===== src/rtl/core/segment_segment_intersection_core_assert.svh =====
// Assertion macros shared by the segment intersection core.
`ifndef SEGMENT_SEGMENT_INTERSECTION_CORE_ASSERT_SVH
`define SEGMENT_SEGMENT_INTERSECTION_CORE_ASSERT_SVH

// Implication checked on every rising clock edge outside of reset.
`define SSI_ASSERT_IMPLIES(lbl, clk, rst_n, ante, cons, msg) \
  lbl: assert property (@(posedge clk) disable iff (!(rst_n)) (ante) |-> (cons)) \
    else $error(msg);

// Implication whose consequence is checked in the following clock cycle.
`define SSI_ASSERT_NEXT(lbl, clk, rst_n, ante, cons, msg) \
  lbl: assert property (@(posedge clk) disable iff (!(rst_n)) (ante) |=> (cons)) \
    else $error(msg);

`endif


===== src/rtl/core/ssi_pkg.sv =====
// Shared types and constants of the segment intersection core.
`timescale 1ns / 1ps
`default_nettype none

package ssi_pkg;

  // Default coordinate width; the core supports 4 to 31 bits.
  localparam int unsigned CoordWidthDefault = 16;

  // Sign of one cross product, reduced to what the decision needs.
  typedef struct packed {
    logic zero;
    logic neg;
  } ssi_sign_t;

  // Signs of the four orientation tests.
  typedef struct packed {
    ssi_sign_t p_end;    // P direction against Q end
    ssi_sign_t p_start;  // P direction against Q start
    ssi_sign_t q_end;    // Q direction against P end
    ssi_sign_t q_start;  // Q direction against P start
  } ssi_orient_t;

endpackage

`default_nettype wire


===== src/rtl/core/ssi_decide.sv =====
// Final pipeline stage: intersection decision and the output register.
`timescale 1ns / 1ps
`default_nettype none

module ssi_decide #(
  parameter int unsigned CoordWidth = ssi_pkg::CoordWidthDefault,
  localparam int unsigned SumWidth  = 2 * (CoordWidth + 1) + 1
) (
  input  wire logic                       clk_i,
  input  wire logic                       rst_ni,
  input  wire logic                       valid_i,
  output logic                            ready_o,
  input  wire ssi_pkg::ssi_orient_t       orient_i,
  input  wire logic signed [SumWidth-1:0] len_i,
  input  wire logic signed [SumWidth-1:0] proj_start_i,
  input  wire logic signed [SumWidth-1:0] proj_end_i,
  input  wire logic                       degen_i,
  output logic                            valid_o,
  input  wire logic                       ready_i,
  output logic                            intersects_o,
  output logic                            collinear_o,
  output logic                            degenerate_o
);

  logic valid_q;
  logic load;
  logic coll;
  logic overlap;
  logic p_same;
  logic q_same;
  logic hit_d, coll_d;
  logic hit_q, coll_q, degen_q;

  assign ready_o = !valid_q || ready_i;
  assign load    = valid_i && ready_o;

  assign coll = (orient_i.p_end.zero && orient_i.p_start.zero)
             || (orient_i.q_end.zero && orient_i.q_start.zero);

  // Closed intervals overlap when the upper projection reaches zero and the
  // lower one stays within the length of P; min and max split into ORs.
  assign overlap = (!proj_start_i[SumWidth-1] || !proj_end_i[SumWidth-1])
                && ((proj_start_i <= len_i) || (proj_end_i <= len_i));

  assign p_same = (orient_i.p_end == orient_i.p_start);
  assign q_same = (orient_i.q_end == orient_i.q_start);

  always_comb begin
    hit_d  = 1'b0;
    coll_d = 1'b0;
    if (!degen_i) begin
      coll_d = coll;
      hit_d  = coll ? overlap : !(p_same || q_same);
    end
  end

  always_ff @(posedge clk_i or negedge rst_ni) begin
    if (!rst_ni) begin
      valid_q <= 1'b0;
    end else if (ready_o) begin
      valid_q <= valid_i;
    end
  end

  always_ff @(posedge clk_i) begin
    if (load) begin
      hit_q   <= hit_d;
      coll_q  <= coll_d;
      degen_q <= degen_i;
    end
  end

  assign valid_o      = valid_q;
  assign intersects_o = hit_q;
  assign collinear_o  = coll_q;
  assign degenerate_o = degen_q;

endmodule

`default_nettype wire


===== config.mk =====
export PLATFORM = sky130hd
export DESIGN_NAME = ssi_decide
export DESIGN_NICKNAME = d
export VERILOG_FILES = /design/src/rtl/core/segment_segment_intersection_core_assert.svh /design/src/rtl/core/ssi_pkg.sv /design/src/rtl/core/ssi_decide.sv
export SDC_FILE = /design/constraint.sdc
export NUM_CORES = 1
export LEC_CHECK = 0
export BUFFER_PORTS_ARGS = -buffer_cell sky130_fd_sc_hd__buf_4
export CORE_MARGIN = 3
export CORE_UTILIZATION = 45
export CTS_CLUSTER_SIZE = 16
export DETAILED_ROUTE_END_ITERATION = 8
export PLACE_DENSITY = 0.81
export SLEW_MARGIN = 20
export SYNTH_ARGS = -nofsm -noshare
export SYNTH_HDL_FRONTEND = slang
export SYNTH_SLANG_ARGS = --single-unit

===== constraint.sdc =====
create_clock -name clk_i -period 1.6 [get_ports clk_i]
set_input_delay 0.24 -clock clk_i [delete_from_list [all_inputs] [get_ports clk_i]]
set_output_delay 0.24 -clock clk_i [all_outputs]
set_load 0.02 [all_outputs]

==> results.py <==
metrics = {
    "timing": {
        "skew_ns": 0.00360,
        "setup_tns_ns": -0.406,
        "timing.fmax_mhz": 499,
        "rsz0062_at_grt": "true",
        "maxSlewViolCount": 0,
        "setup_ws_ns": -0.406,
        "setup_viol": 1,
        "max_slew.worst_pin.slew_ns": 0.367,
        "slew_headroom_pct": 75.3,
        "hold_viol": 0,
        "min_period_ns": 2.01,
        "timing.final.crit_share_pct": 125,
    },
    "clock_tree": {
        "clk_pin_slew_ns": 0.04,
        "cts_tree": "done",
        "cts_buffers": 3,
        "clk_latency_ns": 0.23,
        "clock-root-buffer": "clkbuf_8",
        "cts.path.max_buffers": 2,
        "cts.sinks": 4,
        "htreeDepth": 1,
    },
    "worst_setup_path": {
        "cp-end-kind": "flop",
        "required_ns": 1.57,
        "crit_type": "in -> reg",
        "slowest_stage": "or4_4",
        "rrSetupSlack_ns": 0.62,
        "path_cells": "buf_8, inv_12, ha_4, nand4_1, or4_4, or2_4, o21ai_2, o31a_2, o31ai_2",
        "slowest_delay_ns": 0.56,
        "cp_max_fo": 3,
        "crit_path_start_kind": "input pin",
        "cp.arrival_ns": 1.98,
    },
    "flow_run": {
        "maxCapViolations": 0,
    },
    "global_routing": {
        "grtUsageTotal_pct": 22.9,
        "overflow": 0,
        "grt_max_degree": 5,
        "grt_pass1_wl_um": 9740,
        "antenna_found_initial": 0,
        "grt_pass1_vias": 2422,
    },
    "routing": {
        "dr_wl_met3_um": 366,
        "top_layer_used": "met4",
        "vias_per_cell": 5.24,
        "drt_iter0_drc": 43,
        "wl_per_cell_um": 13.6,
        "wl_met2_um": 3080,
        "dr.pass1.iters": 4,
        "wl_um": 6100,
        "drcViolationCount": 0,
        "vias": 2352,
        "ant_nets": 0,
        "wl_met1_um": 2600,
    },
    "floorplanning": {
        "die_area_sq_um": 5070,
        "core_area_sq_um": 4060,
        "ios": 123,
        "die_y_um": 71.2,
        "rows": 23,
        "die_x_um": 71.2,
        "initial_core_util_pct": 47.2,
    },
    "final_layout": {
        "n_antenna_cell": 0,
        "seq_area_sq_um": 115,
        "nFillCells": 254,
        "syn2layout_area_growth_pct": 79.2,
        "multi_input_area_sq_um": 1850,
        "nets": 590,
        "drive_gt1_share_pct": 48.4,
    },
    "power": {
        "powerDensity_nw_per_um2": 351,
        "ir_drop_mv": 0.266,
        "power_leakage_nw": 1.80,
        "p_total_w": 0.00120,
    },
    "synth": {
        "synth_top_family_by_area": "adder cells",
        "synth.distinct_cells": 39,
        "synth_xor_area_share_pct": 0.915,
        "synth_mux_area_share_pct": 0,
        "synth_seq_cells": 4,
        "synth-main-ff-cell": "edfxtp_1",
        "syn_area_sq_um": 1910,
        "seq_area_frac_synth_pct": 6.01,
        "yosysTopAreaCellShare_pct": 47.1,
        "synthAdderAreaFrac_pct": 47.1,
        "synth_compound_area_share_pct": 20.7,
        "ys_top_cells_by_area": "ha_1 47%, inv_1 8.0%, a21oi_1 6.5%",
        "synthSimpleGateAreaFrac_pct": 17.3,
        "yosys_warnings": 0,
        "synth_edf_count": 3,
        "synthCells": 243,
        "syn_area_per_cell_sq_um": 7.88,
        "postSynth.asyncResetShare_pct": 25.0,
        "synth_nets": 433,
        "synth_top_cell_by_area": "ha_1",
    },
    "place": {
        "dp_hpwl_um": 5390,
        "portBuffers": 122,
        "gp_congestion": 0.833,
    },
    "outcome": {
        "outcome": "finished, violations left",
        "violations": "negative setup slack",
    },
    "worst_hold_path": {
        "hold_path.class": "in -> reg",
    },
}
-- kinds of logic (layout without fill, tap and decap cells) --
logic type,count (synthesis),after routing
flip-flops,4,4
AND/OR/NAND/NOR,63,63
AO/OA/AOI/OAI,61,61
adder cells (fa/ha/maj),72,72
buffers and inverters,41,197
XOR/XNOR,2,2
-- registers in the layout, indices dropped and copies added (netlist names) --
| register | count |
|---|---|
| valid_o | 1 |
| intersects_o | 1 |
| degenerate_o | 1 |
| collinear_o | 1 |
-- report_power, final --
part	switching (W)	internal [W]	total, W
clock network	0.0000675	0.000171	0.000239
logic	0.000356	0.000485	0.000841
registers	0.00000257	0.000123	0.000125
-- Yosys cell counts, types with 3 or more instances --
library cell  number
o21ai_0            9
a221oi_1           3
inv_1             41
nor3_1             3
ha_1              72
edfxtp_1           3
nand2_1           15
nor2_1             8
a211oi_1           5
a21oi_1           25
nand4_1           17
nand3_1            7
-- placed cells by master (no fill, tap or decap), types with 4 or more instances in the layout --
cell,synthesis,routed
buf_4,0,144
ha_1,72,58
inv_1,41,28
a21oi_1,25,25
nand4_1,17,17
nand2_1,15,15
ha_4,0,14
nor2_1,8,8
o21ai_0,9,8
nand3_1,7,7
inv_2,0,6
inv_4,0,6
buf_6,0,6
a211oi_1,5,4
-- critical path: cells and delay by family --
kind | cells | cell delay (ns)
buffers and inverters | 2 | 0.12
AOI/OAI and AO/OA | 3 | 0.38
and+or+nand+nor | 3 | 0.98
adders and majority gates | 1 | 0.25
-- layer usage --
metal	GRT usage, %	vias to the layer above
li1	-	1224
met3	3.79	6
met4	5.22	0
met1	28.2	1043
met2	41.4	79
met5	0	-
-- per-stage QoR --
stage | hold slack [ns] | std cells | area (sq um) | util (%) | worst slack, ns
6_report | 0.221 | 449 | 3430 | 84.6 | -0.406
3_5_place_dp | 0.0159 | 441 | 3270 | 80.6 | -0.651
3_3_place_gp | 0.0155 | 441 | 3270 | 80.6 | -0.611
4_1_cts | 0.219 | 447 | 3400 | 83.7 | -0.350
2_1_floorplan | -0.0556 | 243 | 2100 | - | -0.367
5_1_grt | 0.221 | 449 | 3430 | 84.6 | -0.457
-- timing repair --
item	CTS	global route
setup buffers	1	2
endpoints found under the hold margin	1	0
gates resized for setup	13	4
pin swaps	3	3
hold buffers	1	0
setup endpoints to repair	1	1
-- final timing paths --
kind                       cells after the start           end  startpoint
max                                            9  intersects_o   len_i[30]
max in group asynchronous                      2       valid_o      rst_ni
min reg2reg                                    2       valid_o     valid_o
min                                            1  degenerate_o     degen_i
min in group asynchronous                      2       valid_o      rst_ni
max reg2reg                                    2  degenerate_o     valid_o
-- cell type report --
| cell class | count | share of cell area [%] |
|---|---|---|
| multi-input cells | 198 | 54.0 |
| inverters | 41 | 5.29 |
| clock buffers | 4 | 1.31 |
| well taps | 50 | 1.82 |
| flip-flops and latches | 4 | 3.36 |
| repair buffers | 152 | 34.2 |
Note: power is estimated with default switching activity, not from simulation.
