===== src/rtl/core/segment_segment_intersection_core_assert.svh =====
// Assertion macros shared by the segment intersection core.
`ifndef SEGMENT_SEGMENT_INTERSECTION_CORE_ASSERT_SVH
`define SEGMENT_SEGMENT_INTERSECTION_CORE_ASSERT_SVH

// Implication checked on every rising clock edge outside of reset.
`define SSI_ASSERT_IMPLIES(lbl, clk, rst_n, ante, cons, msg) \
  lbl: assert property (@(posedge clk) disable iff (!(rst_n)) (ante) |-> (cons)) \
    else $error(msg);

// Implication whose consequence is checked in the following clock cycle.
`define SSI_ASSERT_NEXT(lbl, clk, rst_n, ante, cons, msg) \
  lbl: assert property (@(posedge clk) disable iff (!(rst_n)) (ante) |=> (cons)) \
    else $error(msg);

`endif


===== src/rtl/core/ssi_pkg.sv =====
// Shared types and constants of the segment intersection core.
`timescale 1ns / 1ps
`default_nettype none

package ssi_pkg;

  // Default coordinate width; the core supports 4 to 31 bits.
  localparam int unsigned CoordWidthDefault = 16;

  // Sign of one cross product, reduced to what the decision needs.
  typedef struct packed {
    logic zero;
    logic neg;
  } ssi_sign_t;

  // Signs of the four orientation tests.
  typedef struct packed {
    ssi_sign_t p_end;    // P direction against Q end
    ssi_sign_t p_start;  // P direction against Q start
    ssi_sign_t q_end;    // Q direction against P end
    ssi_sign_t q_start;  // Q direction against P start
  } ssi_orient_t;

endpackage

`default_nettype wire


===== src/rtl/core/ssi_combine.sv =====
// Third pipeline stage: cross product signs and projection sums.
`timescale 1ns / 1ps
`default_nettype none

module ssi_combine #(
  parameter int unsigned CoordWidth = ssi_pkg::CoordWidthDefault,
  localparam int unsigned DiffWidth = CoordWidth + 1,
  localparam int unsigned ProdWidth = 2 * DiffWidth,
  localparam int unsigned SumWidth  = ProdWidth + 1
) (
  input  wire logic                        clk_i,
  input  wire logic                        rst_ni,
  input  wire logic                        valid_i,
  output logic                             ready_o,
  input  wire logic signed [ProdWidth-1:0] pe_a_i,
  input  wire logic signed [ProdWidth-1:0] pe_b_i,
  input  wire logic signed [ProdWidth-1:0] ps_a_i,
  input  wire logic signed [ProdWidth-1:0] ps_b_i,
  input  wire logic signed [ProdWidth-1:0] qe_a_i,
  input  wire logic signed [ProdWidth-1:0] qe_b_i,
  input  wire logic signed [ProdWidth-1:0] qs_a_i,
  input  wire logic signed [ProdWidth-1:0] qs_b_i,
  input  wire logic signed [ProdWidth-1:0] len_a_i,
  input  wire logic signed [ProdWidth-1:0] len_b_i,
  input  wire logic signed [ProdWidth-1:0] ds_a_i,
  input  wire logic signed [ProdWidth-1:0] ds_b_i,
  input  wire logic signed [ProdWidth-1:0] de_a_i,
  input  wire logic signed [ProdWidth-1:0] de_b_i,
  input  wire logic                        degen_i,
  output logic                             valid_o,
  input  wire logic                        ready_i,
  output ssi_pkg::ssi_orient_t             orient_o,
  output logic signed [SumWidth-1:0]       len_o,
  output logic signed [SumWidth-1:0]       proj_start_o,
  output logic signed [SumWidth-1:0]       proj_end_o,
  output logic                             degen_o
);

  function automatic ssi_pkg::ssi_sign_t sign_of_cross(
    input logic signed [ProdWidth-1:0] a,
    input logic signed [ProdWidth-1:0] b
  );
    logic signed [SumWidth-1:0] c;
    c = SumWidth'(a) - SumWidth'(b);
    sign_of_cross.zero = (c == '0);
    sign_of_cross.neg  = c[SumWidth-1];
  endfunction

  logic                       valid_q;
  logic                       load;
  ssi_pkg::ssi_orient_t       orient_q;
  logic signed [SumWidth-1:0] len_q, proj_start_q, proj_end_q;
  logic                       degen_q;

  assign ready_o = !valid_q || ready_i;
  assign load    = valid_i && ready_o;

  always_ff @(posedge clk_i or negedge rst_ni) begin
    if (!rst_ni) begin
      valid_q <= 1'b0;
    end else if (ready_o) begin
      valid_q <= valid_i;
    end
  end

  always_ff @(posedge clk_i) begin
    if (load) begin
      orient_q.p_end   <= sign_of_cross(pe_a_i, pe_b_i);
      orient_q.p_start <= sign_of_cross(ps_a_i, ps_b_i);
      orient_q.q_end   <= sign_of_cross(qe_a_i, qe_b_i);
      orient_q.q_start <= sign_of_cross(qs_a_i, qs_b_i);
      len_q            <= SumWidth'(len_a_i) + SumWidth'(len_b_i);
      proj_start_q     <= SumWidth'(ds_a_i) + SumWidth'(ds_b_i);
      proj_end_q       <= SumWidth'(de_a_i) + SumWidth'(de_b_i);
      degen_q          <= degen_i;
    end
  end

  assign valid_o      = valid_q;
  assign orient_o     = orient_q;
  assign len_o        = len_q;
  assign proj_start_o = proj_start_q;
  assign proj_end_o   = proj_end_q;
  assign degen_o      = degen_q;

endmodule

`default_nettype wire


===== config.mk =====
export PLATFORM = sky130hd
export DESIGN_NAME = ssi_combine
export DESIGN_NICKNAME = d
export VERILOG_FILES = /design/src/rtl/core/segment_segment_intersection_core_assert.svh /design/src/rtl/core/ssi_pkg.sv /design/src/rtl/core/ssi_combine.sv
export SDC_FILE = /design/constraint.sdc
export NUM_CORES = 1
export LEC_CHECK = 0
export BUFFER_PORTS_ARGS = -buffer_cell sky130_fd_sc_hd__buf_4
export CORE_AREA = 3 3 228 230
export CTS_CLUSTER_DIAMETER = 80
export CTS_CLUSTER_SIZE = 16
export DETAILED_ROUTE_END_ITERATION = 16
export DIE_AREA = 0 0 231 233
export GPL_ROUTABILITY_DRIVEN = 1
export SLEW_MARGIN = 5
export SYNTH_ARGS = -nofsm -noshare
export SYNTH_HDL_FRONTEND = slang
export SYNTH_SLANG_ARGS = --single-unit

===== constraint.sdc =====
create_clock -name clk_i -period 4.95 [get_ports clk_i]
set_clock_uncertainty 0.05 [all_clocks]
set_input_delay 0.495 -clock clk_i [delete_from_list [all_inputs] [get_ports clk_i]]
set_output_delay 0.495 -clock clk_i [all_outputs]
set_load 0.01 [all_outputs]

==> summary by stage <==
Run status
The run finished with clean final reports.

Synthesis
In this run the cell area of the synthesized design comes to 16,200 sq um. The share of the Yosys chip area taken by registers is a little over a fifth. In this run, synthesis produced a sequential element count of roughly 120. The leading register cell type out of synthesis is sky130_fd_sc_hd__edfxtp_1. The share of async-settable or async-resettable flops after synthesis is less than 1%. The number of warnings reported in the yosys synthesis log is 0.

In this run, synthesis inferred around 110 flip-flops with an integrated enable. A synthesized cell averages about 8 sq um. The number of different library cells in the post-synthesis netlist is 79. The number of nets in the synthesized netlist is about 2,800. The number of instances in the synthesized netlist is about 2,000.

Floorplanning
From bottom edge to top edge, the die measures between 200 and 250 microns. The number of primary I/O pins is between 500 and 600. The effective utilization at floorplan is about 32%. The floorplan step set the die width to 231 microns. The core footprint is 50,100 sq um. The area enclosed by the die boundary is about 54,000 sq um. The floorplan has between 80 and 90 rows.

Setup path
The worst setup path startpoint is qs_a_i[0]. The required arrival time at the worst endpoint is between 5000 and 6000 ps. The number of cells on the worst reg-to-reg path is 3. The element type at the critical path start is a primary input.

The critical path start-end classification is primary input to flip-flop. The launching point of the worst reg2reg path is valid_o. The nature of the critical path endpoint is a flip-flop.

For the worst setup path, the data arrival time is ~4500 ps. The peak fanout along the critical path is 6.

Timing
In the final timing run, aggregate negative setup slack is 0 ps. Setup repair after global routing left no endpoint under its margin. The number of hold violations in the final report is 0. The final clock period utilization by the worst path is 84.9%. The number of slew-limit violations in the final report was 0. The worst pin sits at a relative slew slack of between 40% and 50%. For the pin with the worst max-slew slack, the measured transition is ~800 ps. The number of setup violations in the final report is 0. Based on the critical path, the design can be clocked at up to around 0.24 GHz. The tightest hold path in the finished design has a slack of roughly 190 ps. The clock period minus final worst setup slack is about 4200 ps.

Clock network
The number of levels the H-tree was split into is 4. Clock-pin slew was measured on the worst setup and hold paths at ~60 ps. The TritonCTS buffer count is 17.

The clock latency on the worst-skew pair is 430 ps. Buffers added to address setup during post-CTS repair amount to 0. The longest clock path from root to sink contains 2 buffers. Clock tree synthesis found a total of around 120 sinks. The CTS tree is yes. The clock tree root driver cell is sky130_fd_sc_hd__clkbuf_16.

Finish
The number of nets in the finished design is about 3,400. The post-layout utilization of the core is between 40% and 50%. In the layout the commonest cells are sky130_fd_sc_hd__buf_4, sky130_fd_sc_hd__ha_1, sky130_fd_sc_hd__inv_1. Compared with the post-synthesis result, the final layout area differs by 36.3%.

The area of all placed cells without fillers is between 20,000 and 25,000 sq um. In the final layout, the multi-input gates occupy 11,900 sq um. The finished layout holds roughly 3,300 standard cells, fillers aside.

The library cell used most frequently in the layout, excluding fill and tap cells, is sky130_fd_sc_hd__buf_4. In the final layout, flip-flops and latches occupy 3450 sq um. Counting the fill cells in the layout gives 5,065. Of the cells placed in the final design, the portion with a size suffix greater than 1 is between 20% and 30%.

Placement
The instance area at placement is 21,500 sq um. Counting tap cells, the placed design contains a total of between 3,000 and 4,000 instances. The total of buffers placed on input and output ports is around 600.

The routability congestion estimate is 0.957. The final HPWL from detailed placement is roughly 56,000 microns.

Hold path
Along the worst hold path, the cell count comes to 1. In this run the worst hold path is classified as primary input to flip-flop. The worst hold path begins at degen_i.

Drt
The DRC violation count after routing is 0. The number of vias in the routed layout is approximately 18,000. The first-pass iteration count of the detailed router is 8. After the first detailed-routing iteration, the DRC count stood at ~1,200. Using the TritonRoute via totals, the vias-per-cell ratio works out to roughly 5.4. The average wire per cell in the routed design is just under 20 microns.

The routed design has roughly 64,000 microns of wire. The final antenna-violating net count is 0.

GRT
The number of global-route vias before repair is 17,800. The met3 capacity usage during global routing is roughly 5.1%. The total routing usage reported by global routing is about 23%. After global routing the overflow that remains totals 0. The global routing usage on met2 is 40.3%. After global routing, the most crowded layer is met2. Entering global routing, the biggest net connects 45 pins. The first global-routing pass estimated between 90,000 and 100,000 microns of wire. The fraction of met1 tracks used by global routing is a little over a quarter. The number of antenna violations at the first check in global routing was 3.

Flow run
Max-cap violations in this run came to 0.

Pwr
The power density over the cells is 224 nW/um^2. The worst-case IR drop observed on VDD is between 150 and 200 uV. For this design the static power due to leakage is approximately 11 nW.
[state kept, by name, summed over array words and instances (netlist names)]
register / count
len_o: 35
valid_o: 1
proj_start_o: 35
proj_end_o: 35
degen_o: 1
orient_o: 8
[path summary, 6_finish.rpt]
check	endpoint	slack (ps)
max in group asynchronous	valid_o	4450
min in group asynchronous	valid_o	320
worst max register to register	len_o[2]	2780
worst max-delay path	orient_o[1]	750
worst min register to register	valid_o	500
worst min-delay path	degen_o	190
[cells by family after synthesis]
group | count (synthesis) | synth area share, %
AO/OA/AOI/OAI | 673 | 26.7
buffers and inverters | 252 | 5.84
flip-flops | 115 | 21.2
multiplexers | 14 | 0.886
XOR/XNOR | 144 | 7.76
adder cells (fa/ha/maj) | 245 | 19.2
AND/OR/NAND/NOR | 595 | 18.4
[cell type report]
type / count / area share (%)
clock inverters: 13 / 0.825
flip-flops and latches: 115 / 15.6
repair buffers: 603 / 20.5
clock buffers: 18 / 1.94
inverters: 228 / 3.86
multi-input cells: 1671 / 53.5
well taps: 672 / 3.80
diodes: 2 / 0.0226
[report_power, final]
group	internal [W]	leakage, nW	switching [W]
clock	0.000840	0.291	0.000514
combinational	0.00109	9.14	0.00127
sequential	0.00123	1.10	0.0000318
[critical path, cell delays in order]
cell and delay, ps:
sky130_fd_sc_hd__buf_4 110, sky130_fd_sc_hd__inv_1 50, sky130_fd_sc_hd__ha_1 160, sky130_fd_sc_hd__inv_1 60
sky130_fd_sc_hd__fa_1 400, sky130_fd_sc_hd__a21o_1 200, sky130_fd_sc_hd__a41oi_1 220, sky130_fd_sc_hd__o21ai_0 220
sky130_fd_sc_hd__a221oi_2 580, sky130_fd_sc_hd__a41oi_1 270, sky130_fd_sc_hd__a22o_1 260, sky130_fd_sc_hd__mux2i_1 160
sky130_fd_sc_hd__o311ai_0 140, sky130_fd_sc_hd__nor4_1 330, sky130_fd_sc_hd__nand4_1 140, sky130_fd_sc_hd__nor4b_1 420
sky130_fd_sc_hd__o2111a_1 240
[cells in the mapped netlist, types with 6 or more instances]
cell type                   count  area [sq um]
sky130_fd_sc_hd__nor3_1        47           235
sky130_fd_sc_hd__inv_1        225           845
sky130_fd_sc_hd__o31ai_1       10          75.1
sky130_fd_sc_hd__nor3b_1       11          82.6
sky130_fd_sc_hd__o2111ai_1     12           105
sky130_fd_sc_hd__xnor2_1       92           806
sky130_fd_sc_hd__nand4_1       28           175
sky130_fd_sc_hd__nand3b_1       6          45.0
sky130_fd_sc_hd__nand3_1       52           260
sky130_fd_sc_hd__a211oi_1      19           143
sky130_fd_sc_hd__o211ai_1      14           105
sky130_fd_sc_hd__xor2_1        52           455
sky130_fd_sc_hd__and3_1        20           125
sky130_fd_sc_hd__nor2_1       153           574
sky130_fd_sc_hd__nand2_1      131           492
sky130_fd_sc_hd__or2_2          9          56.3
sky130_fd_sc_hd__nor4_1        11          68.8
sky130_fd_sc_hd__a21boi_0      14           105
sky130_fd_sc_hd__o31a_1         9          78.8
sky130_fd_sc_hd__a2111oi_0      8          70.1
sky130_fd_sc_hd__a311oi_1       6          52.6
sky130_fd_sc_hd__o21ai_0      135           676
sky130_fd_sc_hd__a31o_2         7          61.3
sky130_fd_sc_hd__a221oi_1       7          61.3
sky130_fd_sc_hd__o22ai_1       12          75.1
sky130_fd_sc_hd__edfxtp_1     114          3420
sky130_fd_sc_hd__nand2b_1      53           332
sky130_fd_sc_hd__ha_1         238          2980
sky130_fd_sc_hd__mux2i_1       11           110
sky130_fd_sc_hd__a21o_1        68           510
sky130_fd_sc_hd__nor2b_1       29           181
sky130_fd_sc_hd__o21bai_1      33           248
sky130_fd_sc_hd__a21oi_1      202          1010
sky130_fd_sc_hd__or4_1          8          60.1
sky130_fd_sc_hd__nor4b_1        7          61.3
sky130_fd_sc_hd__and2_1         8          50.1
sky130_fd_sc_hd__a31oi_1       26           163
sky130_fd_sc_hd__o21a_1        29           218
sky130_fd_sc_hd__fa_1           7           140
sky130_fd_sc_hd__clkbuf_1      21          78.8
[through the flow]
stage               total power, W  setup WS [ps]
finish                     0.00497            746
global route               0.00529            394
CTS                        0.00499            847
detailed placement         0.00361            385
global placement           0.00359            519
floorplan                  0.00270           1070
[per-layer routing]
metal / wire length (microns) / vias to the layer above / part of all wire, %
met2: 31600 / 714 / 49
met5: 11 / - / 0.017
li1: - / 8724 / -
met1: 26400 / 8392 / 41
met4: 2000 / 2 / 3.1
met3: 4330 / 98 / 6.7
[what timing repair did]
action,4_1_cts,5_1_grt
gates resized for setup,0,0
endpoints found under the hold margin,1,0
hold buffers,1,0
Power figures use the tool's default switching activity.
