## config.mk

```make
export PLATFORM = sky130hd
export DESIGN_NAME = ssi_diff
export DESIGN_NICKNAME = d
export VERILOG_FILES = /design/src/rtl/core/segment_segment_intersection_core_assert.svh /design/src/rtl/core/ssi_pkg.sv /design/src/rtl/core/ssi_diff.sv
export SDC_FILE = /design/constraint.sdc
export NUM_CORES = 1
export LEC_CHECK = 0
export BUFFER_PORTS_ARGS = -buffer_cell sky130_fd_sc_hd__buf_2
export CELL_PAD_IN_SITES_DETAIL_PLACEMENT = 1
export CELL_PAD_IN_SITES_GLOBAL_PLACEMENT = 1
export CORE_ASPECT_RATIO = 1.75
export CORE_MARGIN = 2
export CORE_UTILIZATION = 46
export CTS_CLUSTER_SIZE = 28
export DETAILED_ROUTE_END_ITERATION = 10
export PLACE_DENSITY_LB_ADDON = 0.1
export SLEW_MARGIN = 5
export SYNTH_ARGS = -nofsm -noshare
export SYNTH_HDL_FRONTEND = slang
export SYNTH_SLANG_ARGS = --single-unit
```

## constraint.sdc

```tcl
create_clock -name clk_i -period 10.5 [get_ports clk_i]
set_clock_uncertainty 0.2 [all_clocks]
set_input_delay 3.15 -clock clk_i [delete_from_list [all_inputs] [get_ports clk_i]]
set_output_delay 3.15 -clock clk_i [all_outputs]
set_load 0.02 [all_outputs]
```

## src/rtl/core/segment_segment_intersection_core_assert.svh

```systemverilog
// Assertion macros shared by the segment intersection core.
`ifndef SEGMENT_SEGMENT_INTERSECTION_CORE_ASSERT_SVH
`define SEGMENT_SEGMENT_INTERSECTION_CORE_ASSERT_SVH

// Implication checked on every rising clock edge outside of reset.
`define SSI_ASSERT_IMPLIES(lbl, clk, rst_n, ante, cons, msg) \
  lbl: assert property (@(posedge clk) disable iff (!(rst_n)) (ante) |-> (cons)) \
    else $error(msg);

// Implication whose consequence is checked in the following clock cycle.
`define SSI_ASSERT_NEXT(lbl, clk, rst_n, ante, cons, msg) \
  lbl: assert property (@(posedge clk) disable iff (!(rst_n)) (ante) |=> (cons)) \
    else $error(msg);

`endif

```

## src/rtl/core/ssi_pkg.sv

```systemverilog
// Shared types and constants of the segment intersection core.
`timescale 1ns / 1ps
`default_nettype none

package ssi_pkg;

  // Default coordinate width; the core supports 4 to 31 bits.
  localparam int unsigned CoordWidthDefault = 16;

  // Sign of one cross product, reduced to what the decision needs.
  typedef struct packed {
    logic zero;
    logic neg;
  } ssi_sign_t;

  // Signs of the four orientation tests.
  typedef struct packed {
    ssi_sign_t p_end;    // P direction against Q end
    ssi_sign_t p_start;  // P direction against Q start
    ssi_sign_t q_end;    // Q direction against P end
    ssi_sign_t q_start;  // Q direction against P start
  } ssi_orient_t;

endpackage

`default_nettype wire

```

## src/rtl/core/ssi_diff.sv

```systemverilog
// First pipeline stage: direction vectors and endpoint differences.
`timescale 1ns / 1ps
`default_nettype none

module ssi_diff #(
  parameter int unsigned CoordWidth = ssi_pkg::CoordWidthDefault,
  localparam int unsigned DiffWidth = CoordWidth + 1
) (
  input  wire logic                         clk_i,
  input  wire logic                         rst_ni,
  input  wire logic                         valid_i,
  output logic                              ready_o,
  input  wire logic signed [CoordWidth-1:0] px1_i,
  input  wire logic signed [CoordWidth-1:0] py1_i,
  input  wire logic signed [CoordWidth-1:0] px2_i,
  input  wire logic signed [CoordWidth-1:0] py2_i,
  input  wire logic signed [CoordWidth-1:0] qx1_i,
  input  wire logic signed [CoordWidth-1:0] qy1_i,
  input  wire logic signed [CoordWidth-1:0] qx2_i,
  input  wire logic signed [CoordWidth-1:0] qy2_i,
  output logic                              valid_o,
  input  wire logic                         ready_i,
  output logic signed [DiffWidth-1:0]       dpx_o,
  output logic signed [DiffWidth-1:0]       dpy_o,
  output logic signed [DiffWidth-1:0]       dqx_o,
  output logic signed [DiffWidth-1:0]       dqy_o,
  output logic signed [DiffWidth-1:0]       ex_o,
  output logic signed [DiffWidth-1:0]       ey_o,
  output logic signed [DiffWidth-1:0]       sx_o,
  output logic signed [DiffWidth-1:0]       sy_o,
  output logic signed [DiffWidth-1:0]       fx_o,
  output logic signed [DiffWidth-1:0]       fy_o,
  output logic signed [DiffWidth-1:0]       gx_o,
  output logic signed [DiffWidth-1:0]       gy_o,
  output logic                              degen_o
);

  function automatic logic signed [DiffWidth-1:0] diff_of(
    input logic signed [CoordWidth-1:0] a,
    input logic signed [CoordWidth-1:0] b
  );
    diff_of = DiffWidth'(a) - DiffWidth'(b);
  endfunction

  logic                        valid_q;
  logic                        load;
  logic signed [DiffWidth-1:0] dpx_d, dpy_d, dqx_d, dqy_d;
  logic signed [DiffWidth-1:0] dpx_q, dpy_q, dqx_q, dqy_q;
  logic signed [DiffWidth-1:0] ex_q, ey_q, sx_q, sy_q, fx_q, fy_q, gx_q, gy_q;
  logic                        degen_q;

  assign ready_o = !valid_q || ready_i;
  assign load    = valid_i && ready_o;

  assign dpx_d = diff_of(px2_i, px1_i);
  assign dpy_d = diff_of(py2_i, py1_i);
  assign dqx_d = diff_of(qx2_i, qx1_i);
  assign dqy_d = diff_of(qy2_i, qy1_i);

  always_ff @(posedge clk_i or negedge rst_ni) begin
    if (!rst_ni) begin
      valid_q <= 1'b0;
    end else if (ready_o) begin
      valid_q <= valid_i;
    end
  end

  always_ff @(posedge clk_i) begin
    if (load) begin
      dpx_q   <= dpx_d;
      dpy_q   <= dpy_d;
      dqx_q   <= dqx_d;
      dqy_q   <= dqy_d;
      ex_q    <= diff_of(qx2_i, px1_i);
      ey_q    <= diff_of(qy2_i, py1_i);
      sx_q    <= diff_of(qx1_i, px1_i);
      sy_q    <= diff_of(qy1_i, py1_i);
      fx_q    <= diff_of(px2_i, qx1_i);
      fy_q    <= diff_of(py2_i, qy1_i);
      gx_q    <= diff_of(px1_i, qx1_i);
      gy_q    <= diff_of(py1_i, qy1_i);
      degen_q <= ((dpx_d == '0) && (dpy_d == '0)) || ((dqx_d == '0) && (dqy_d == '0));
    end
  end

  assign valid_o = valid_q;
  assign dpx_o   = dpx_q;
  assign dpy_o   = dpy_q;
  assign dqx_o   = dqx_q;
  assign dqy_o   = dqy_q;
  assign ex_o    = ex_q;
  assign ey_o    = ey_q;
  assign sx_o    = sx_q;
  assign sy_o    = sy_q;
  assign fx_o    = fx_q;
  assign fy_o    = fy_q;
  assign gx_o    = gx_q;
  assign gy_o    = gy_q;
  assign degen_o = degen_q;

endmodule

`default_nettype wire

```

==> impl_metrics.csv, run 1 <==
group,metric,value,unit
setup_path,cp_common_cell,"buf_2",
synth,syn_nets,1765,
clock_tree,htree_levels,1,
power_and_ir_drop,powerDensity,153,nW/um2
finish,area_growth,19.1,%
synth,synthFlopType,"edfxtp_1",
grt,grt.overflow.total,0,
job,cap_viol_max_count,0,
sta,worst_slew_pin_slew,0.843,ns
routing,drtIter0Drc,432,
synth,synthArstFlopShare,0.490,%
synth,yosys_warnings,0,
finish,final_area,17700,um2
setup_path,slowest_delay,0.17,ns
finish,drive_gt1_share,22.2,%
routing,wirelength,48700,um
grt,grt_pass1_wl,74500,um
clock_tree,cts_tree,"built",
routing,drtPass1Iterations,4,
synth,synth_edf_count,203,
placed_design,portBuffers,338,
routing,dr_total_vias,12400,
sta,fin_crit_sh,65.9,%
setup_path,cp_max_fo,3,
grt,grt_max_degree,59,
clock_tree,ctsResizeCount,0,
routing,ant_nets,0,
finish,layout_commonest_cell,"buf_2",
sta,slew_headroom,43.8,%
placed_design,dpl.hpwl,40600,um
routing,route.detailed.drc,0,
placed_design,gp_congestion,0.947,
power_and_ir_drop,p_leak,8.09,nW
setup_path,crit_family,"buffers and inverters",
setup_path,crit_slowest_cell,"buf_2",
floorplan,die_w,140,um
synth,synth_area_per_cell,10.4,um2
synth,synth_cell_types,66,
grt,grt_pass1_vias,13600,
synth,synthCells,1429,
floorplan,start_util,46.4,%
synth,synth_seq_cells,204,
setup_path,r2r-start,"valid_o$_DFFE_PN0N_",
outcome,status,"complete, no violations",
clock_tree,clockRootBuffer,"clkbuf_16",
synth,synth_area,14900,um2
hold_path,min-delay-path-class,"reg2reg",
routing,vias_per_cell,5.64,
floorplan,die_y,242,um
routing,routedWlPerCell,22.2,um
clock_tree,cts_setup_buffers,0,
clock_tree,clkLatencyLatePin,0.53,ns
setup_path,worstPathArrival,3.57,ns
setup_path,startpoint_type,"input pin",
setup_path,path_class,"in2out",
sta,report.final.hold_viol_count,0,
clock_tree,path_clk_slew,0.06,ns
finish,layout_common_cells,"buf_2 (338), edfxtp_1 (203), ha_1 (192)",
sta,rsz0062_at_grt,"false",
clock_tree,cts_inserted_buffers,22,
setup_path,cp.required,7.15,ns
clock_tree,clk_path_buf_depth,3,
setup_path,end_kind,"output pin",
setup_path,crit_chain,"buf_2, nand2b_1, buf_2",
floorplan,io_pins,339,
setup_path,critical_path.startpoint,"ready_i",
sta,slew_viol_final,0,
sta,setup_violations,0,
finish,fin_util,55.3,%
clock_tree,cts_sinks,204,
hold_path,hold_start,"valid_o$_DFFE_PN0N_",
placed_design,place_area,17000,um2
synth,seq_area_frac_synth,41.2,%
setup_path,crit_buf_inv,2,
power_and_ir_drop,vdd_drop_max,0.000160,V
sta,fmax,145,MHz
finish,fin_nets,2108,
floorplan,fp-row-count,87,
sta,finalCriticalPeriod,6.92,ns
grt,grt_antenna_before_repair,5,
grt,grt.total_usage,28.4,%
clock_tree,cts_hold_buf,0,
sta,setup-tns-final,0,ns
floorplan,core_area,32000,um2
floorplan,dieArea,33800,um2
[synthesized netlist by cell type, types with 3 or more instances]
cell	count	share of area, %
a2111oi_0	6	0.35
a211oi_1	9	0.45
a21boi_0	5	0.25
a21o_1	56	2.8
a21oi_1	101	3.4
a221o_1	3	0.20
a221oi_1	11	0.65
a31o_2	7	0.41
a31oi_1	6	0.25
a41o_1	9	0.61
and2_1	3	0.13
and3_1	11	0.46
clkbuf_1	19	0.48
edfxtp_1	203	41
fa_1	12	1.6
ha_1	192	16
inv_1	123	3.1
mux2_2	3	0.23
mux2i_1	3	0.20
nand2_1	58	1.5
nand2b_1	39	1.6
nand3_1	18	0.61
nand3b_1	4	0.20
nand4_1	7	0.29
nor2_1	116	2.9
nor2b_1	34	1.4
nor3_1	42	1.4
nor4_1	14	0.59
o211ai_1	6	0.30
o21a_1	21	1.1
o21ai_0	57	1.9
o21ai_1	3	0.10
o21bai_1	15	0.76
o221ai_1	3	0.18
o311ai_0	4	0.24
o31a_1	5	0.29
o41a_1	3	0.23
or2_2	5	0.21
or3_1	8	0.34
or4_1	9	0.45
xnor2_1	101	6.0
xor2_1	42	2.5
[sequential cells by signal, indices dropped and copies added, names as in the netlist, 16 cells and up]
name and count:
dqy_o 17, gy_o 16, fx_o 17, sy_o 17
dpy_o 17, ex_o 17, sx_o 17, fy_o 17
dqx_o 17, ey_o 17, gx_o 16, dpx_o 17
[power breakdown]
part | internal, mW | switching, mW | total (mW)
clock | 0.448 | 0.340 | 0.788
sequential | 1.03 | 0.0320 | 1.06
combinational | 0.318 | 0.547 | 0.866
total | 1.80 | 0.919 | 2.72
[path summary, 6_finish.rpt]
check                           slack [ns]  cells after the start                   to
worst min-delay path                  0.34                      2  valid_o$_DFFE_PN0N_
worst max-delay path                  3.58                      3              ready_o
max in group asynchronous             7.83                      1  valid_o$_DFFE_PN0N_
worst max register to register        7.43                      4   ex_o[12]$_DFFE_PP_
min in group asynchronous             2.18                      1  valid_o$_DFFE_PN0N_
worst min register to register        0.34                      2  valid_o$_DFFE_PN0N_
[through the flow]
step	hold slack (ns)	cells	power, mW	worst slack [ns]
2_1_floorplan	0.583	1429	1.65	1.64
3_3_place_gp	0.306	2148	1.92	3.43
3_5_place_dp	0.328	2148	1.94	3.38
4_1_cts	0.348	2188	2.74	3.58
5_1_grt	0.412	2192	2.84	3.54
6_report	0.338	2192	2.72	3.58
[logic make-up after synthesis]
group	count (synthesis)	synth area share [%]
AO/OA/AOI/OAI	344	15.4
adder cells (fa/ha/maj)	204	17.8
XOR/XNOR	143	8.43
buffers and inverters	145	3.71
multiplexers	6	0.429
AND/OR/NAND/NOR	383	13.1
flip-flops	204	41.2
[layout make-up]
| class | count | area, um2 |
|---|---|---|
| Clock inverter | 13 | 111 |
| Timing Repair Buffer | 341 | 1710 |
| Clock buffer | 27 | 591 |
| Inverter | 123 | 462 |
| Antenna cell | 4 | 10.0 |
| Sequential cell | 204 | 6120 |
| Fill cell | 3692 | 14300 |
| Multi-Input combinational cell | 1080 | 8190 |
| Tap cell | 400 | 500 |
[metal layers]
layer	share of wire (%)	wire, um	up-vias	track usage (%)
met1	34	16500	6024	27.4
li1	-	-	5903	-
met3	3.3	1620	106	2.75
met4	5.3	2580	0	14.0
met2	57	28000	327	58.0
met5	0	0	-	0
[worst register-to-register path, delay by kind of cell (launching register included)]
family                 cells  cell delay (ns)
DFF                        1             0.37
and+or+nand+nor            2             0.82
buffers and inverters      2             1.26
Power figures use the tool's default switching activity.
==> inputs of run 2 (changes only) <==
--- a/config.mk
+++ b/config.mk
@@ -10,7 +10,7 @@
 export CELL_PAD_IN_SITES_GLOBAL_PLACEMENT = 1
 export CORE_ASPECT_RATIO = 1.75
 export CORE_MARGIN = 2
-export CORE_UTILIZATION = 46
+export CORE_UTILIZATION = 39
 export CTS_CLUSTER_SIZE = 28
 export DETAILED_ROUTE_END_ITERATION = 10
 export PLACE_DENSITY_LB_ADDON = 0.1
==> constraint.sdc (replaced) <==
create_clock -name clk_i -period 6.1 [get_ports clk_i]
set_clock_uncertainty 0.2 [all_clocks]
set_input_delay 1.83 -clock clk_i [delete_from_list [all_inputs] [get_ports clk_i]]
set_output_delay 1.83 -clock clk_i [all_outputs]
set_load 0.02 [all_outputs]
==> run 2 against run 1 <==
  * Sequential cell count unchanged
  * Final area increased by 0.66%
  * Hold slack got worse by 0.0034 ns
  * Clock-buffer cell count up 1
  * Final cell count increased by 4.1%
  * Die area up 18%
  * Largest power group unchanged
  * Worst setup slack got worse by 2.7 ns
  * Non-clock buffer count rose by 6
  * Largest cell class unchanged
  * Clock power is 62% higher
  * Critical path type is now in2reg
==> impl_metrics.csv, run 2 (same netlist as run 1, synthesis figures left out) <==
group,metric,value,unit
finish,area_growth,19.9,%
setup_path,path_class,"in2reg",
clock_tree,cts_setup_buffers,0,
power_and_ir_drop,powerDensity,258,nW/um2
sta,setup-tns-final,0,ns
sta,fmax,193,MHz
grt,grt.total_usage,24.5,%
routing,ant_nets,0,
clock_tree,cts_tree,"built",
setup_path,r2r_slack,3.82,ns
finish,drive_gt1_share,22.4,%
finish,fin_nets,2115,
sta,worst_slack,0.908,ns
setup_path,crit_slowest_cell,"or4b_1",
grt,grt_pass1_wl,74300,um
clock_tree,clockRootBuffer,"clkbuf_16",
floorplan,start_util,39.5,%
routing,routedWlPerCell,21.4,um
setup_path,end_kind,"flip-flop",
setup_path,crit_buf_inv,1,
routing,wirelength,48800,um
setup_path,cp_max_fo,4,
floorplan,io_pins,339,
routing,route.detailed.drc,0,
sta,worst_slew_pin_slew,0.867,ns
grt,grt_antenna_before_repair,6,
hold_path,min-delay-path-class,"reg2reg",
floorplan,core_area,37600,um2
setup_path,startpoint_type,"input pin",
clock_tree,cts_sinks,204,
sta,slew_viol_final,0,
job,cap_viol_max_count,0,
sta,fin_crit_sh,85.1,%
placed_design,place_inst,2234,
clock_tree,clk_path_buf_depth,3,
finish,layout_common_cells,"buf_2 (338), edfxtp_1 (203), ha_1 (192)",
setup_path,crit_chain,"buf_2, ha_1, fa_1, nand2b_1, a21oi_1, xor2_1, or4_1, nor2_1, or4b_1, or4b_1, nor4_2, nand3b_1, o32ai_2",
setup_path,slowest_delay,0.59,ns
placed_design,place_ws,0.293,ns
power_and_ir_drop,p_leak,8.10,nW
finish,nFillCells,4378,
grt,grt_pass1_vias,13500,
floorplan,fp-row-count,94,
outcome,status,"complete, no violations",
placed_design,dpl.hpwl,40600,um
sta,report.final.hold_viol_count,0,
setup_path,worstPathArrival,5.35,ns
routing,vias_per_cell,5.39,
setup_path,cp_common_cell,"or4b_1",
sta,finalCriticalPeriod,5.19,ns
floorplan,die_y,262,um
floorplan,dieArea,39700,um2
setup_path,crit_family,"simple AND/OR/NAND/NOR gates",
power_and_ir_drop,vdd_drop_max,0.000212,V
clock_tree,cts_hold_buf,0,
routing,dr_total_vias,12300,
finish,fin_cells,2281,
grt,grt.overflow.total,0,
sta,slew_headroom,42.2,%
clock_tree,clkLatencyLatePin,0.54,ns
placed_design,gp_congestion,0.997,
routing,drtPass1Iterations,5,
clock_tree,ctsResizeCount,0,
clock_tree,htree_levels,1,
grt,grt_max_degree,125,
finish,layout_commonest_cell,"buf_2",
clock_tree,cts_inserted_buffers,23,
routing,drtIter0Drc,462,
floorplan,die_w,152,um
placed_design,portBuffers,338,
sta,rsz0062_at_grt,"false",
setup_path,cp.required,6.26,ns
sta,setup_violations,0,
clock_tree,path_clk_slew,0.06,ns
run 2: cell count changes in the layout (fill, tap and decap cells not counted), sizes merged:
cell	change
clkbuf	+1
bufinv	-2
buf	+6
diode	+2
clkinvlp	+1
clkinv	+1
run 2: layout make-up:
type / count / area (um2) / share of cell area [%]
Sequential cell: 204 / 6120 / 34.4
Antenna cell: 6 / 15.0 / 0.0843
Multi-Input combinational cell: 1080 / 8190 / 46.0
Clock buffer: 28 / 594 / 3.34
Timing Repair Buffer: 347 / 1770 / 9.94
Inverter: 123 / 462 / 2.59
Clock inverter: 13 / 62.6 / 0.351
Tap cell: 480 / 601 / 3.37
run 2: where the power goes:
part | switching, mW | total (mW) | internal, mW | leakage [nW]
registers | 0.0476 | 1.82 | 1.77 | 1.94
clock network | 0.590 | 1.28 | 0.690 | 0.321
logic | 0.939 | 1.49 | 0.554 | 5.83
total | 1.58 | 4.59 | 3.02 | 8.10
run 2: metrics by stage:
stage | util [%] | power [mW] | instance area, um2 | hold WS, ns
after global routing | 47.3 | 4.83 | 17800 | 0.385
after floorplan | - | 2.84 | 14900 | 0.582
after global placement | 45.6 | 3.31 | 17100 | 0.303
after detailed placement | 45.6 | 3.35 | 17100 | 0.332
final | 47.3 | 4.59 | 17800 | 0.335
after CTS | 47.3 | 4.65 | 17800 | 0.349
run 2: worst min-delay path: stages, from the launching register on:
cell	delay, ns
dfrtp_1	0.34
nand2b_1	0.09
nand2b_1	0.08
run 2: worst paths after layout:
check | start | to | cells after the start
max | qx1_i[0] | degen_o$_DFFE_PP_ | 13
min | valid_o$_DFFE_PN0N_ | valid_o$_DFFE_PN0N_ | 2
max reg2reg | valid_o$_DFFE_PN0N_ | dpy_o[9]$_DFFE_PP_ | 3
min reg2reg | valid_o$_DFFE_PN0N_ | valid_o$_DFFE_PN0N_ | 2
max in group asynchronous | rst_ni | valid_o$_DFFE_PN0N_ | 1
min in group asynchronous | rst_ni | valid_o$_DFFE_PN0N_ | 1
run 2: per-layer routing:
layer	GRT usage [%]	wire (um)	vias to the layer above
li1	-	-	5920
met1	23.9	16500	5941
met2	48.5	27600	319
met3	3.39	2180	123
met4	11.8	2500	2
met5	0	17	-
